[src/rtl/keyframe_bezier_interpolator_top_assert.svh]
// Assertion macros for the keyframe interpolator.
// Uses i_clk and i_rst_n of the module that includes this header.
`ifndef KEYFRAME_BEZIER_INTERPOLATOR_TOP_ASSERT_SVH
`define KEYFRAME_BEZIER_INTERPOLATOR_TOP_ASSERT_SVH

// Same-cycle implication.
`define KBI_ASSERT_NOW(lbl, ante, cons, msg) \
    lbl: assert property (@(posedge i_clk) disable iff (!i_rst_n) (ante) |-> (cons)) \
        else $error(msg);

// Next-cycle implication.
`define KBI_ASSERT_NEXT(lbl, ante, cons, msg) \
    lbl: assert property (@(posedge i_clk) disable iff (!i_rst_n) (ante) |=> (cons)) \
        else $error(msg);

`endif

[src/rtl/kbi_div.sv]
// Restoring divider for the ease parameter t = d * 2^16 / s, one bit a cycle.
// Assumes 0 < d <= s; depends on nothing else.
module kbi_div (
    input  logic        i_clk,
    input  logic        i_rst_n,
    input  logic        i_start,
    input  logic [15:0] i_dividend,
    input  logic [15:0] i_divisor,
    output logic        o_done,
    output logic [16:0] o_quot
);
    logic        r_busy;
    logic        r_done;
    logic [4:0]  r_cnt;
    logic [17:0] r_rem;
    logic [15:0] r_div;
    logic [16:0] r_quot;
    logic        w_ge;
    logic [17:0] w_diff;
    logic [17:0] w_keep;

    assign w_ge   = r_rem >= {2'b00, r_div};
    assign w_diff = r_rem - {2'b00, r_div};
    assign w_keep = w_ge ? w_diff : r_rem;

    always_ff @(posedge i_clk) begin
        if (!i_rst_n) begin
            r_busy <= 1'b0;
            r_done <= 1'b0;
        end else begin
            r_done <= 1'b0;
            if (i_start) begin
                r_busy <= 1'b1;
                r_cnt  <= 5'd16;
                r_rem  <= {2'b00, i_dividend};
                r_div  <= i_divisor;
                r_quot <= '0;
            end else if (r_busy) begin
                r_quot <= {r_quot[15:0], w_ge};
                r_rem  <= {w_keep[16:0], 1'b0};
                r_cnt  <= r_cnt - 5'd1;
                if (r_cnt == 5'd0) begin
                    r_busy <= 1'b0;
                    r_done <= 1'b1;
                end
            end
        end
    end

    assign o_done = r_done;
    assign o_quot = r_quot;
endmodule

[config.mk]
export PLATFORM = sky130hd
export DESIGN_NAME = kbi_div
export DESIGN_NICKNAME = d
export VERILOG_FILES = /design/src/rtl/keyframe_bezier_interpolator_top_assert.svh /design/src/rtl/kbi_div.sv
export SDC_FILE = /design/constraint.sdc
export NUM_CORES = 1
export LEC_CHECK = 0
export ABC_AREA = 1
export BUFFER_PORTS_ARGS = -buffer_cell sky130_fd_sc_hd__buf_2
export CORE_MARGIN = 4
export CORE_UTILIZATION = 55
export DETAILED_ROUTE_END_ITERATION = 8
export GPL_ROUTABILITY_DRIVEN = 1
export GPL_TIMING_DRIVEN = 1
export PLACE_DENSITY_LB_ADDON = 0.15
export SYNTH_ARGS = -nofsm -noshare
export SYNTH_HDL_FRONTEND = slang
export SYNTH_SLANG_ARGS = --single-unit
[constraint.sdc]
create_clock -name i_clk -period 8.2 [get_ports i_clk]
set_input_delay 1.23 -clock i_clk [delete_from_list [all_inputs] [get_ports i_clk]]
set_output_delay 1.23 -clock i_clk [all_outputs]
set_load 0.03 [all_outputs]
Word-level counts from Yosys, hierarchy flattened:

Cells that the tools add are included.

* flip-flop bits (word level): 58
* input port bits: 35
* word-level logic and storage cells: 26

* add/subtract/negate cells: 2
* magnitude comparators: 1
* mux-type cells: 9
* bitwise logic cells: 2
* reductions and logical operators: 5

Operators with widths (number)
* two-way mux 17 bit: 2
* greater-or-equal comparator 18 x 16 -> 1 bit: 1
* two-way mux 18 bit: 1
* subtractor 17 x 16 -> 17 bit: 1
* two-way mux 16 bit: 1
* logical NOT 5 bit: 1
* two-way mux 5 bit: 1
* subtractor 5 x 1 -> 5 bit, second input constant: 1
* two-way mux 1 bit: 4
* AND reduction 2 bit: 2
* OR reduction 3 bit: 1
* inverter 1 bit: 2
* nonzero test 2 bit: 1

Logic depth before layout (Yosys ltp):

Gate-level depths: netlist (run 1).

* word-level depth: 4
* depth in mapped cells: 16
* gate-level depth less buffers: 15

Worst setup path before layout (run 1):

OpenSTA, ideal clock, no wires.

* kind: input to register
* from: input port i_start
* to: register r_busy
* data arrival time: 3777 ps
* slack: 4354 ps
* stages: 4
* path buffers: 0
* path through: clkinv_1 a21oi_1 o21ai_0 inv_1

* word-level cells in the longest chain between the ends: 1

RTL lines
* start, declared: line kbi_div.sv:6 `input logic i_start,`
* two-way mux 1 bit: line kbi_div.sv:32 `if (i_start) begin`
* end signal, assigned: line kbi_div.sv:28 `r_busy <= 1'b0;`
* end signal, assigned: line kbi_div.sv:33 `r_busy <= 1'b1;`
* end signal, assigned: line kbi_div.sv:43 `r_busy <= 1'b0;`
* end, declared: line kbi_div.sv:12 `logic r_busy;`

No other way between the ends.
A chain may end at the register's enable or synchronous reset.

Worst setup path in the final report (run 1):

* from: input port i_start
* to: register r_quot[5], in the netlist o_quot[5], enable pin

* word-level cells in the longest chain between the ends: 2

RTL lines
* nonzero test 2 bit (no source line)
* AND reduction 2 bit (no source line)
* end signal, assigned: line kbi_div.sv:39 `r_quot <= {r_quot[15:0], w_ge};`
* end, declared: line kbi_div.sv:17 `logic [16:0] r_quot;`

No other way between the ends.

==> metrics.md, run 1 <==
| Metric | Value |
|---|---|
| DP Area | `3930 um^2` |
| Syn. warnings | `0` |
| Max Cap Viol | `0` |
| CTS Hold Bufs | `0` |
| Tcrit/Tclk final | `0.449` |
| Setup Skew | `14.8 ps` |
| Area contributors post-synth | `edfxtp_1 (46%), nand2_1 (13%), inv_1 (8.2%)` |
| WL/cell | `13.1 um` |
| Initial Util | `0.570` |
| # nets final | `544` |
| Commonest cells post-synth | `nand2_1 (127), inv_1 (79), edfxtp_1 (56)` |
| Syn Inst Count | `435` |
| Setup TNS | `0 ps` |
| Status | `completed` |
| Routed WL | `7490 um` |
| Number of setup buffers added after CTS | `0` |
| Clk sink count | `58` |
| Number of global-route vias before repair | `2811` |
| Met3 usage | `0.0728` |
| Maximum vdd drop | `127 uV` |
| FP Rows | `29` |
| Share of the synthesized area in the top cell type | `0.465` |
| Vias per inst | `4.97` |
| CTS max path bufs | `2` |
| Post-synth EDFFs | `56` |
| Die Area | `7940 um^2` |
| Netlist cell types | `32` |
| CP startpoint kind | `input pin` |
| H-tree levels | `3` |
| I/O pin total | `53` |
| F_max | `272 MHz` |
| Antenna-violating nets left | `0` |
| Async S/R FF share, synth | `0` |
| Root cell of the clock tree | `clkbuf_8` |
| Largest net degree at the start of global routing | `42` |
| Fin crit period | `3680 ps` |
| DRC violations left | `0` |
| Syn_nets | `488` |
| Antenna cell count | `0` |
| Antenna violations before repair | `0` |
| Prevailing post-synth register cell | `edfxtp_1` |
| Max-slew headroom | `0.493` |
| GRT Overall Usage | `0.208` |
| First-pass GRT wire length | `12600 um` |
| Layout area overhead | `13.5%` |
| Post-Syn Area per Cell | `8.32 um^2` |
| Hold Crit Depth | `2` |
| Post-synthesis sequential area ratio | `0.476` |
| Pwr dens | `198 nW/um^2` |
| CTS clk-pin slew, worst paths | `80 ps` |
| Post-DP HPWL | `5230 um` |
| GR Overflow Total | `0` |
| Met2 Usage GRT | `0.352` |
| Detailed Routing Iterations Pass 1 | `4` |
| Die Wd | `89.1 um` |
| Vias | `2849` |
| Crit-path max FO | `41` |
| Final hold violation count | `0` |
| Leak | `2.06 nW` |
| Latest clock arrival within the worst-skew pair | `350 ps` |
| Final Core Density | `0.647` |
| Total CTS buffers | `9` |
| Gpl congestion | `0.898` |
| #FFs+latches synth | `58` |
| Height of the die | `89.1 um` |
| Layout cells sized above 1 | `0.194` |
| Met1 Usage GRT | `0.247` |
| GR peak layer | `met2` |
| Most frequent cell after synthesis | `nand2_1` |
| Actual slew at the worst max-slew pin | `761 ps` |
| WS Path Type | `input pin to flop` |
| IO Port Bufs | `52` |
| CTS tree | `done` |
| Slew Viols, Final | `0` |
| Core area | `6350 um^2` |
| CP Capture Type | `flop` |
| Crit path DAT | `3690 ps` |
| Hold WC Path Type | `flop to flop` |
| RSZ-0062 raised after global routing | `false` |
| Final count of negative-setup-slack endpoints | `0` |
| Cell area after layout | `4110 um^2` |
| Synth Cell Area | `3620 um^2` |
| Post_cts resized | `0` |
| Detailed Route Iter0 Violations | `185` |
| Leading area contributor after synthesis | `edfxtp_1` |
| Worst path required time | `8210 ps` |
| R2R depth | `14` |
power by group:
part	switching, mW	leakage [nW]	total [mW]	internal, mW
Clock	0.132	0.0858	0.243	0.111
Combinational	0.130	1.42	0.204	0.0745
Sequential	0.0106	0.554	0.363	0.353
worst max-delay path, cell delays in order:
cell,delay [ps]
buf_2,580
clkinv_1,770
a21oi_4,640
buf_4,440
metal layers:
metal	wire, um	vias up
li1	-	1490
met1	3290	1279
met2	3590	71
met3	507	9
met4	103	0
met5	0	-
flip-flops by register name, summed over array words and instances, names as in the netlist:
register	flops
r_rem	18
r_busy	1
o_done	1
r_cnt	5
o_quot	17
r_div	16
cells by family (layout without fill, tap and decap cells):
family | count (synthesis) | in the layout | share of synthesized area
AO/OA/AOI/OAI | 18 | 18 | 0.0249
XOR/XNOR | 7 | 7 | 0.0169
adder cells (fa/ha/maj) | 18 | 18 | 0.0643
buffers and inverters | 91 | 152 | 0.104
flip-flops | 58 | 58 | 0.476
AND/OR/NAND/NOR | 243 | 243 | 0.314
final cells by class:
class	instances	area, um^2
tap	77	96.3
clock buffer	9	124
timing repair buffer	53	268
fill	556	2240
multi-input combinational	286	1530
clock inverter	7	55.1
sequential	58	1720
inverter	83	312
per-stage QoR:
step	hold WS, ps	instances	worst slack, ps	total power [mW]
4_1_cts	525	573	4520	0.816
5_1_grt	564	573	4270	0.866
6_report	526	573	4520	0.811
3_5_place_dp	507	557	4180	0.574
2_1_floorplan	421	435	4350	0.530
3_3_place_gp	495	557	4270	0.570
path summary, 6_finish.rpt:
check           start   endpoint  slack [ps]
max           i_start  o_quot[5]        4520
min            r_busy     o_done         530
max reg2reg  r_rem[0]  r_rem[16]        5760
min reg2reg    r_busy     o_done         530
layout by cell type (no fill, tap or decap), drive strengths merged, types with 4 or more instances in the layout:
cell type	count
nand2	144
inv	83
edfxtp	56
buf	53
nor2	42
nand3	32
ha	17
nand3b	15
a21oi	14
clkbuf	9
xnor2	7
clkinv	5
o21ai	4
No activity file was read; power rests on OpenSTA's default activity.
==> inputs of run 2 (changes only) <==
==> constraint.sdc (replaced) <==
create_clock -name i_clk -period 3.5 [get_ports i_clk]
set_input_delay 0.525 -clock i_clk [delete_from_list [all_inputs] [get_ports i_clk]]
set_output_delay 0.525 -clock i_clk [all_outputs]
set_load 0.03 [all_outputs]
==> run 2 against run 1 <==
  * Setup slack lost 3400 ps
  * Combinational power grew 140%
  * Critical path depth grew 10
  * Die area is the same
  * Clock-buffer cell count grew 3
  * Non-clock buffer count grew 1
  * Sequential power grew 130%
  * Clock power grew to 2.6 times the previous value
  * Core utilization grew 0.73 points
  * Clock skew shrank 6.9 ps
==> metrics.md, run 2 (synthesis results as in run 1) <==
| Metric | Value |
|---|---|
| Antenna-violating nets left | `0 (unchanged)` |
| First-pass GRT wire length | `12400 um (-1.3%)` |
| CP startpoint kind | `flop` |
| Die Area | `7940 um^2 (unchanged)` |
| Largest stage delay, worst path | `410 ps (-360 ps)` |
| CTS max path bufs | `2 (unchanged)` |
| Worst path cell trace | `inv_1 > ha_1 > inv_1 > fa_1 > nand2_2 > nand2_2 > nand3_2 > nand2_2 > nand2_2 > nand2_2 > nand2_4 > nand2_8 > o21ai_0 > nor2_1` |
| Vias per inst | `4.85 (-2.5%)` |
| Hold WS | `352 ps (-174 ps)` |
| Worst path most repeated cell | `nand2_2` |
| Maximum vdd drop | `330 uV (+160%)` |
| Core area | `6350 um^2 (unchanged)` |
| Initial Util | `0.570 (unchanged)` |
| Hold WC Path Type | `input pin to flop` |
| Worst path buffer plus inverter count | `2 (-1)` |
| IO Port Bufs | `52 (unchanged)` |
| Die Wd | `89.1 um (unchanged)` |
| DRC violations left | `0 (unchanged)` |
| Number of setup buffers added after CTS | `0 (unchanged)` |
| Clk sink count | `58 (unchanged)` |
| Crit path DAT | `2510 ps (-1180 ps)` |
| Total CTS buffers | `9 (unchanged)` |
| Crit-path max FO | `18 (-56%)` |
| I/O pin total | `53 (unchanged)` |
| Detailed Route Iter0 Violations | `132 (-29%)` |
| Gpl congestion | `0.926 (+3.0%)` |
| Vias | `2783 (-2.3%)` |
| Slowest library cell on the worst path | `fa_1` |
| Most common cell after layout, fill and taps aside | `nand2_1` |
| Final worst slack | `1090 ps (-3430 ps)` |
| Layout cells sized above 1 | `0.193 (-0.000389)` |
| Largest register by flop count | `r_rem` |
| Largest net degree at the start of global routing | `42 (unchanged)` |
| Height of the die | `89.1 um (unchanged)` |
| Post-DP HPWL | `5410 um (+3.5%)` |
| Post_cts resized | `0 (unchanged)` |
| F_max | `414 MHz` |
| Number of global-route vias before repair | `2724 (-3.1%)` |
| Max-slew headroom | `0.505 (+0.0129)` |
| # nets final | `545 (+0.18%)` |
| WL/cell | `13.0 um (-0.73%)` |
| RSZ-0062 raised after global routing | `false` |
| Setup TNS | `0 ps (unchanged)` |
| Setup Skew | `7.91 ps (-6.91 ps)` |
| CTS clk-pin slew, worst paths | `70 ps (about the same)` |
| Status | `completed` |
| Routed WL | `7450 um (-0.56%)` |
| Placed insts | `558 (+0.18%)` |
| CP Capture Type | `flop` |
| Pwr dens | `475 nW/um^2 (+140%)` |
| Tcrit/Tclk final | `0.690` |
| Final count of negative-setup-slack endpoints | `0 (unchanged)` |
| Slew Viols, Final | `0 (unchanged)` |
| FP Rows | `29 (unchanged)` |
| Worst path required time | `3600 ps (-4610 ps)` |
| GRT Overall Usage | `0.208 (-0.000339)` |
| Detailed Routing Iterations Pass 1 | `4 (unchanged)` |
| Post-route insts no fill | `574 (+0.17%)` |
| Final hold violation count | `0 (unchanged)` |
| Leak | `2.08 nW (+1.0%)` |
| Root cell of the clock tree | `clkbuf_8` |
| GR Overflow Total | `0 (unchanged)` |
| Max Cap Viol | `0 (unchanged)` |
| Number of flip-flops under the largest register name | `18 (unchanged)` |
| Layout area overhead | `14.8%` |
| Antenna cell count | `0 (unchanged)` |
| Commonest non-fill, non-tap cells in the layout | `nand2_1 (127), inv_1 (79), edfxtp_1 (56)` |
| Fin crit period | `2410 ps` |
| CTS tree | `done` |
| Crit path max-delay family | `simple AND/OR/NAND/NOR gates` |
| Actual slew at the worst max-slew pin | `742 ps (-19.3 ps)` |
| CTS Hold Bufs | `0 (unchanged)` |
| WS Path Type | `flop to flop` |
| H-tree levels | `3 (unchanged)` |
| Latest clock arrival within the worst-skew pair | `340 ps (about the same)` |
| Antenna violations before repair | `0 (unchanged)` |
| Dpl ws | `956 ps (-3220 ps)` |
run 2: changes by cell type in the layout (fill, tap and decap cells not counted):
cell,before,now
clkbuf_8,9,11
bufinv_16,0,1
inv_6,1,0
buf_12,0,1
clkbuf_1,0,1
clkinv_4,3,0
run 2: per-layer routing:
metal  GRT usage  vias up  share of wire
met4      0.0920        0         0.0087
li1            -     1486              -
met1       0.265     1234           0.47
met3      0.0488        7          0.049
met2       0.338       56           0.48
met5           0        -              0
run 2: stage by stage:
| stage | cell area [um^2] | power [mW] | utilization |
|---|---|---|---|
| 3_5_place_dp | 3950 | 1.35 | 0.622 |
| 5_1_grt | 4150 | 2.10 | 0.654 |
| 3_3_place_gp | 3950 | 1.34 | 0.622 |
| 4_1_cts | 4150 | 1.99 | 0.654 |
| 2_1_floorplan | 3620 | 1.24 | - |
| 6_report | 4150 | 1.97 | 0.654 |
run 2: final cells by class:
class	count	area, um^2
Fill cell	524	2200
Tap cell	77	96.3
Clock inverter	4	50.0
Multi-Input combinational cell	286	1530
Timing Repair Buffer	54	288
Sequential cell	58	1720
Inverter	83	312
Clock buffer	12	155
run 2: path summary, 6_finish.rpt:
kind                startpoint  depth (start not counted)  slack, ps         to
setup reg to reg      r_rem[0]                         14       1090  r_rem[16]
hold reg to reg         r_busy                          2        530     o_done
hold / removal    i_divisor[3]                          1        350   r_div[3]
setup / recovery      r_rem[0]                         14       1090  r_rem[16]
run 2: report_power, final:
group / leakage [nW] / internal [mW] / switching [mW]
sequential: 0.554 / 0.827 / 0.0242
clock: 0.0986 / 0.366 / 0.270
combinational: 1.43 / 0.178 / 0.306
==> inputs of run 3 (changes only) <==
--- a/config.mk
+++ b/config.mk
@@ -5,10 +5,10 @@
 export SDC_FILE = /design/constraint.sdc
 export NUM_CORES = 1
 export LEC_CHECK = 0
-export ABC_AREA = 1
+export ABC_AREA = 0
 export BUFFER_PORTS_ARGS = -buffer_cell sky130_fd_sc_hd__buf_2
 export CORE_MARGIN = 4
-export CORE_UTILIZATION = 55
+export CORE_UTILIZATION = 51
 export DETAILED_ROUTE_END_ITERATION = 8
 export GPL_ROUTABILITY_DRIVEN = 1
 export GPL_TIMING_DRIVEN = 1
==> constraint.sdc (replaced) <==
create_clock -name i_clk -period 2.09 [get_ports i_clk]
set_input_delay 0.3135 -clock i_clk [delete_from_list [all_inputs] [get_ports i_clk]]
set_output_delay 0.3135 -clock i_clk [all_outputs]
set_load 0.03 [all_outputs]
==> run 3 against run 2 <==
  * The flow now finishes with violations (setup timing)
  * Clock power is 64% higher
  * Combinational power is 110% higher
  * Synthesized area is 10% lower
  * First-iteration DRC count is 34% higher
  * Largest cell class unchanged
  * Clock-buffer cell count is 3 lower
  * Via count is 8.2% lower
  * Total power is 78% higher
  * Critical path depth is 2 lower
  * Highest routed layer unchanged
  * Die area is 2.6% lower
  * Core utilization is 6.3 points higher
==> metrics.md, run 3 <==
| Metric | Value |
|---|---|
| Gpl congestion | `0.855 (-7.6%)` |
| Height of the die | `87.9 um (-1.3%)` |
| Total CTS buffers | `9 (unchanged)` |
| CP Capture Type | `flop` |
| Hold WS | `140 ps (-212 ps)` |
| Failing checks | `setup timing` |
| Final worst slack | `-546 ps (-1630 ps)` |
| H-tree levels | `3 (unchanged)` |
| Max-slew headroom | `0.710 (+0.204)` |
| CP startpoint kind | `flop` |
| Antenna cell count | `0 (unchanged)` |
| Crit path max-delay family | `compound AO/OA/AOI/OAI gates` |
| Commonest non-fill, non-tap cells in the layout | `buf_4 (57), edfxtp_1 (56), buf_2 (52)` |
| Placed insts | `452 (-19%)` |
| Crit-path max FO | `4 (-14)` |
| Xor/xnor share of the synthesized area | `0.0323 (+0.0153)` |
| Post-DP HPWL | `5390 um (-0.41%)` |
| IO Port Bufs | `52 (unchanged)` |
| Initial Util | `0.537 (-0.0323)` |
| Die Wd | `87.9 um (-1.3%)` |
| Mux cell area share after synthesis | `0.0192 (+0.0192)` |
| Fraction of the mapped netlist area in compound gates | `0.160 (+0.135)` |
| Vias | `2555 (-8.2%)` |
| R2R Path Start | `r_rem[0]` |
| Simple-Gate Fraction of Synth Area | `0.147 (-0.167)` |
| FP Rows | `28 (-3.4%)` |
| Core area | `6060 um^2 (-4.6%)` |
| Pwr dens | `807 nW/um^2 (+70%)` |
| CTS clk-pin slew, worst paths | `70 ps (about the same)` |
| F_max | `379 MHz (-8.4%)` |
| Die Area | `7730 um^2 (-2.6%)` |
| Most frequent cell after synthesis | `edfxtp_1` |
| Syn. warnings | `0 (unchanged)` |
| Final count of negative-setup-slack endpoints | `18 (+18)` |
| Post-route insts no fill | `473 (-18%)` |
| Syn Inst Count | `279 (-36%)` |
| I/O pin total | `53 (unchanged)` |
| Final hold violation count | `0 (unchanged)` |
| Fin crit period | `2640 ps (+221 ps)` |
| Antenna-violating nets left | `0 (unchanged)` |
| Setup Skew | `9.63 ps (+1.72 ps)` |
| WL met3 | `367 um (-0.27%)` |
| Area contributors post-synth | `edfxtp_1 (52%), ha_1 (6.5%), nor2b_1 (5.0%)` |
| Largest register by flop count | `r_rem` |
| Worst path required time | `2190 ps (-1410 ps)` |
| Antenna violations before repair | `0 (unchanged)` |
| Largest family of logic cells by synthesized area | `compound AO/OA/AOI/OAI gates` |
| Layout area overhead | `33.5%` |
| Root cell of the clock tree | `clkbuf_8` |
| Slew Viols, Final | `0 (unchanged)` |
| Max layer used | `met4` |
| #FFs+latches synth | `58 (unchanged)` |
| Prevailing post-synth register cell | `edfxtp_1` |
| Async S/R FF share, synth | `0 (unchanged)` |
| Routed WL | `7600 um (+2.1%)` |
| # nets final | `446 (-18%)` |
| Most common cell after layout, fill and taps aside | `buf_4` |
| Actual slew at the worst max-slew pin | `424 ps (-318 ps)` |
| Number of global-route vias before repair | `2598 (-4.6%)` |
| CTS tree | `done` |
| Vias per inst | `5.40 (+11%)` |
| Hold WC Path Type | `input pin to flop` |
| Latest clock arrival within the worst-skew pair | `350 ps (about the same)` |
| Slowest library cell on the worst path | `edfxtp_1` |
| Synth Cell Area | `3260 um^2 (-10%)` |
| Status | `finished with violations` |
| Worst reg2reg path endpoint | `r_rem[17]` |
| Worst hold start | `i_divisor[2]` |
| DP Area | `4010 um^2 (+1.5%)` |
| GR Overflow Total | `0 (unchanged)` |
| R2R depth | `12 (-2)` |
| WS Path Type | `flop to flop` |
| DR WL met2 | `3730 um (+5.3%)` |
| Detailed Route Iter0 Violations | `177 (+34%)` |
| Share of the synthesized area in the top cell type | `0.516 (+0.0514)` |
| Tcrit/Tclk final | `1.26 (+0.571)` |
| Largest net degree at the start of global routing | `31 (-26%)` |
| First-pass GRT wire length | `12300 um (-0.84%)` |
| Post-synth EDFFs | `56 (unchanged)` |
| Maximum vdd drop | `488 uV (+48%)` |
| Number of flip-flops under the largest register name | `18 (unchanged)` |
| GRT Overall Usage | `0.214 (+0.00659)` |
| Worst path most repeated cell | `inv_2` |
| Max Cap Viol | `0 (unchanged)` |
| Clk sink count | `58 (unchanged)` |
| Worst Hold End | `r_div[2]` |
| Layout cells sized above 1 | `0.382 (+0.189)` |
| Crit path DAT | `2740 ps (+230 ps)` |
| Leading area contributor after synthesis | `edfxtp_1` |
| Detailed Routing Iterations Pass 1 | `4 (unchanged)` |
| Worst path buffer plus inverter count | `4 (+2)` |
| Leak | `1.83 nW (-12%)` |
| Syn_nets | `332 (-32%)` |
| WL met1 | `3380 um (-2.8%)` |
| Post-synthesis adder-cell area fraction | `0.0715 (+0.00712)` |
| WL/cell | `16.1 um (+24%)` |
| CTS max path bufs | `2 (unchanged)` |
| Cell area after layout | `4350 um^2 (+4.7%)` |
| DRC violations left | `0 (unchanged)` |
| Post-Syn Area per Cell | `11.7 um^2 (+40%)` |
| RSZ-0062 raised after global routing | `true` |
| Worst path cell trace | `inv_2 > ha_4 > inv_2 > fa_2 > a21o_1 > a221oi_4 > buf_4 > o211ai_4 > a21oi_4 > buf_6 > a2111oi_4 > mux2_4` |
| Flop-to-flop setup slack | `-550 ps (-1630 ps)` |
| CTS Hold Bufs | `0 (unchanged)` |
| Hold Crit Depth | `1 (unchanged)` |
| Commonest cells post-synth | `edfxtp_1 (56), nor2b_1 (26), inv_1 (21)` |
| Largest stage delay, worst path | `380 ps (-30 ps)` |
| Setup TNS | `-8660 ps (-8660 ps)` |
| Post-synthesis sequential area ratio | `0.529 (+0.0527)` |
| Netlist cell types | `53 (+66%)` |
-- run 3: cell count changes in the layout (fill, tap and decap cells not counted), moves of 5 or more --
| cell | delta |
|---|---|
| buf_4 | +56 |
| nand2_2 | -15 |
| inv_1 | -60 |
| nor2_1 | -28 |
| a21o_1 | +6 |
| nand2b_1 | +7 |
| nor2b_1 | +26 |
| o311ai_1 | +5 |
| nand2_1 | -114 |
| xor2_1 | +6 |
| nand3_1 | -29 |
| nand3b_1 | -9 |
-- run 3: kinds of logic after synthesis --
logic type | Yosys count
AO/OA/AOI/OAI | 67
adder cells (fa/ha/maj) | 18
XOR/XNOR | 12
multiplexers | 6
flip-flops | 58
buffers and inverters | 33
AND/OR/NAND/NOR | 85
-- run 3: power by group --
group | switching (mW) | total, mW | leakage, nW | internal (mW)
logic | 0.520 | 1.03 | 1.19 | 0.512
clock network | 0.498 | 1.04 | 0.0889 | 0.545
registers | 0.0409 | 1.43 | 0.554 | 1.39
-- run 3: area by class of cell --
class	instances	area, um^2
tap	75	93.8
fill	465	1710
inverter	21	78.8
clock inverter	7	70.1
timing repair buffer	115	773
clock buffer	9	124
multi-input combinational	188	1490
sequential	58	1720
-- run 3: what timing repair did --
action / 4_1_cts / 5_1_grt
setup endpoints to repair: 18 / 18
gates resized for setup: 18 / 7
buffers inserted: 4 / 1
pin swaps: 9 / 5
-- run 3: worst max-delay path by stage --
stage / from / endpoint / slack (ps) / cells past startpoint
6_report: r_rem[0] / r_rem[17] / -550 / 12
5_1_grt: r_rem[0] / r_rem[12] / -690 / 13
4_1_cts: r_rem[0] / r_rem[17] / -550 / 12
3_5_place_dp: r_rem[0] / r_rem[13] / -590 / 11
3_3_place_gp: r_rem[0] / r_rem[13] / -480 / 11
2_1_floorplan: r_rem[0] / r_rem[17] / -460 / 9
-- run 3: layer usage --
layer	vias to the layer above	track usage
met3	11	0.0357
met4	0	0.0948
met1	1223	0.259
met2	59	0.375
li1	1262	-
met5	-	0
-- run 3: worst register-to-register path, cell delays in order (launching register included) --
cell       delay (ps)
edfxtp_1          380
inv_2              90
ha_4              130
inv_2              30
fa_2              330
a21o_1            220
a221oi_4          250
buf_4             160
o211ai_4          100
a21oi_4           190
buf_6             150
a2111oi_4          40
mux2_4            310
-- run 3: stage by stage --
step	total power, mW	worst slack, ps	util
2_1_floorplan	2.01	-457	-
3_3_place_gp	2.37	-480	0.661
3_5_place_dp	2.39	-595	0.661
4_1_cts	3.50	-550	0.711
5_1_grt	3.68	-688	0.717
6_report	3.51	-546	0.717
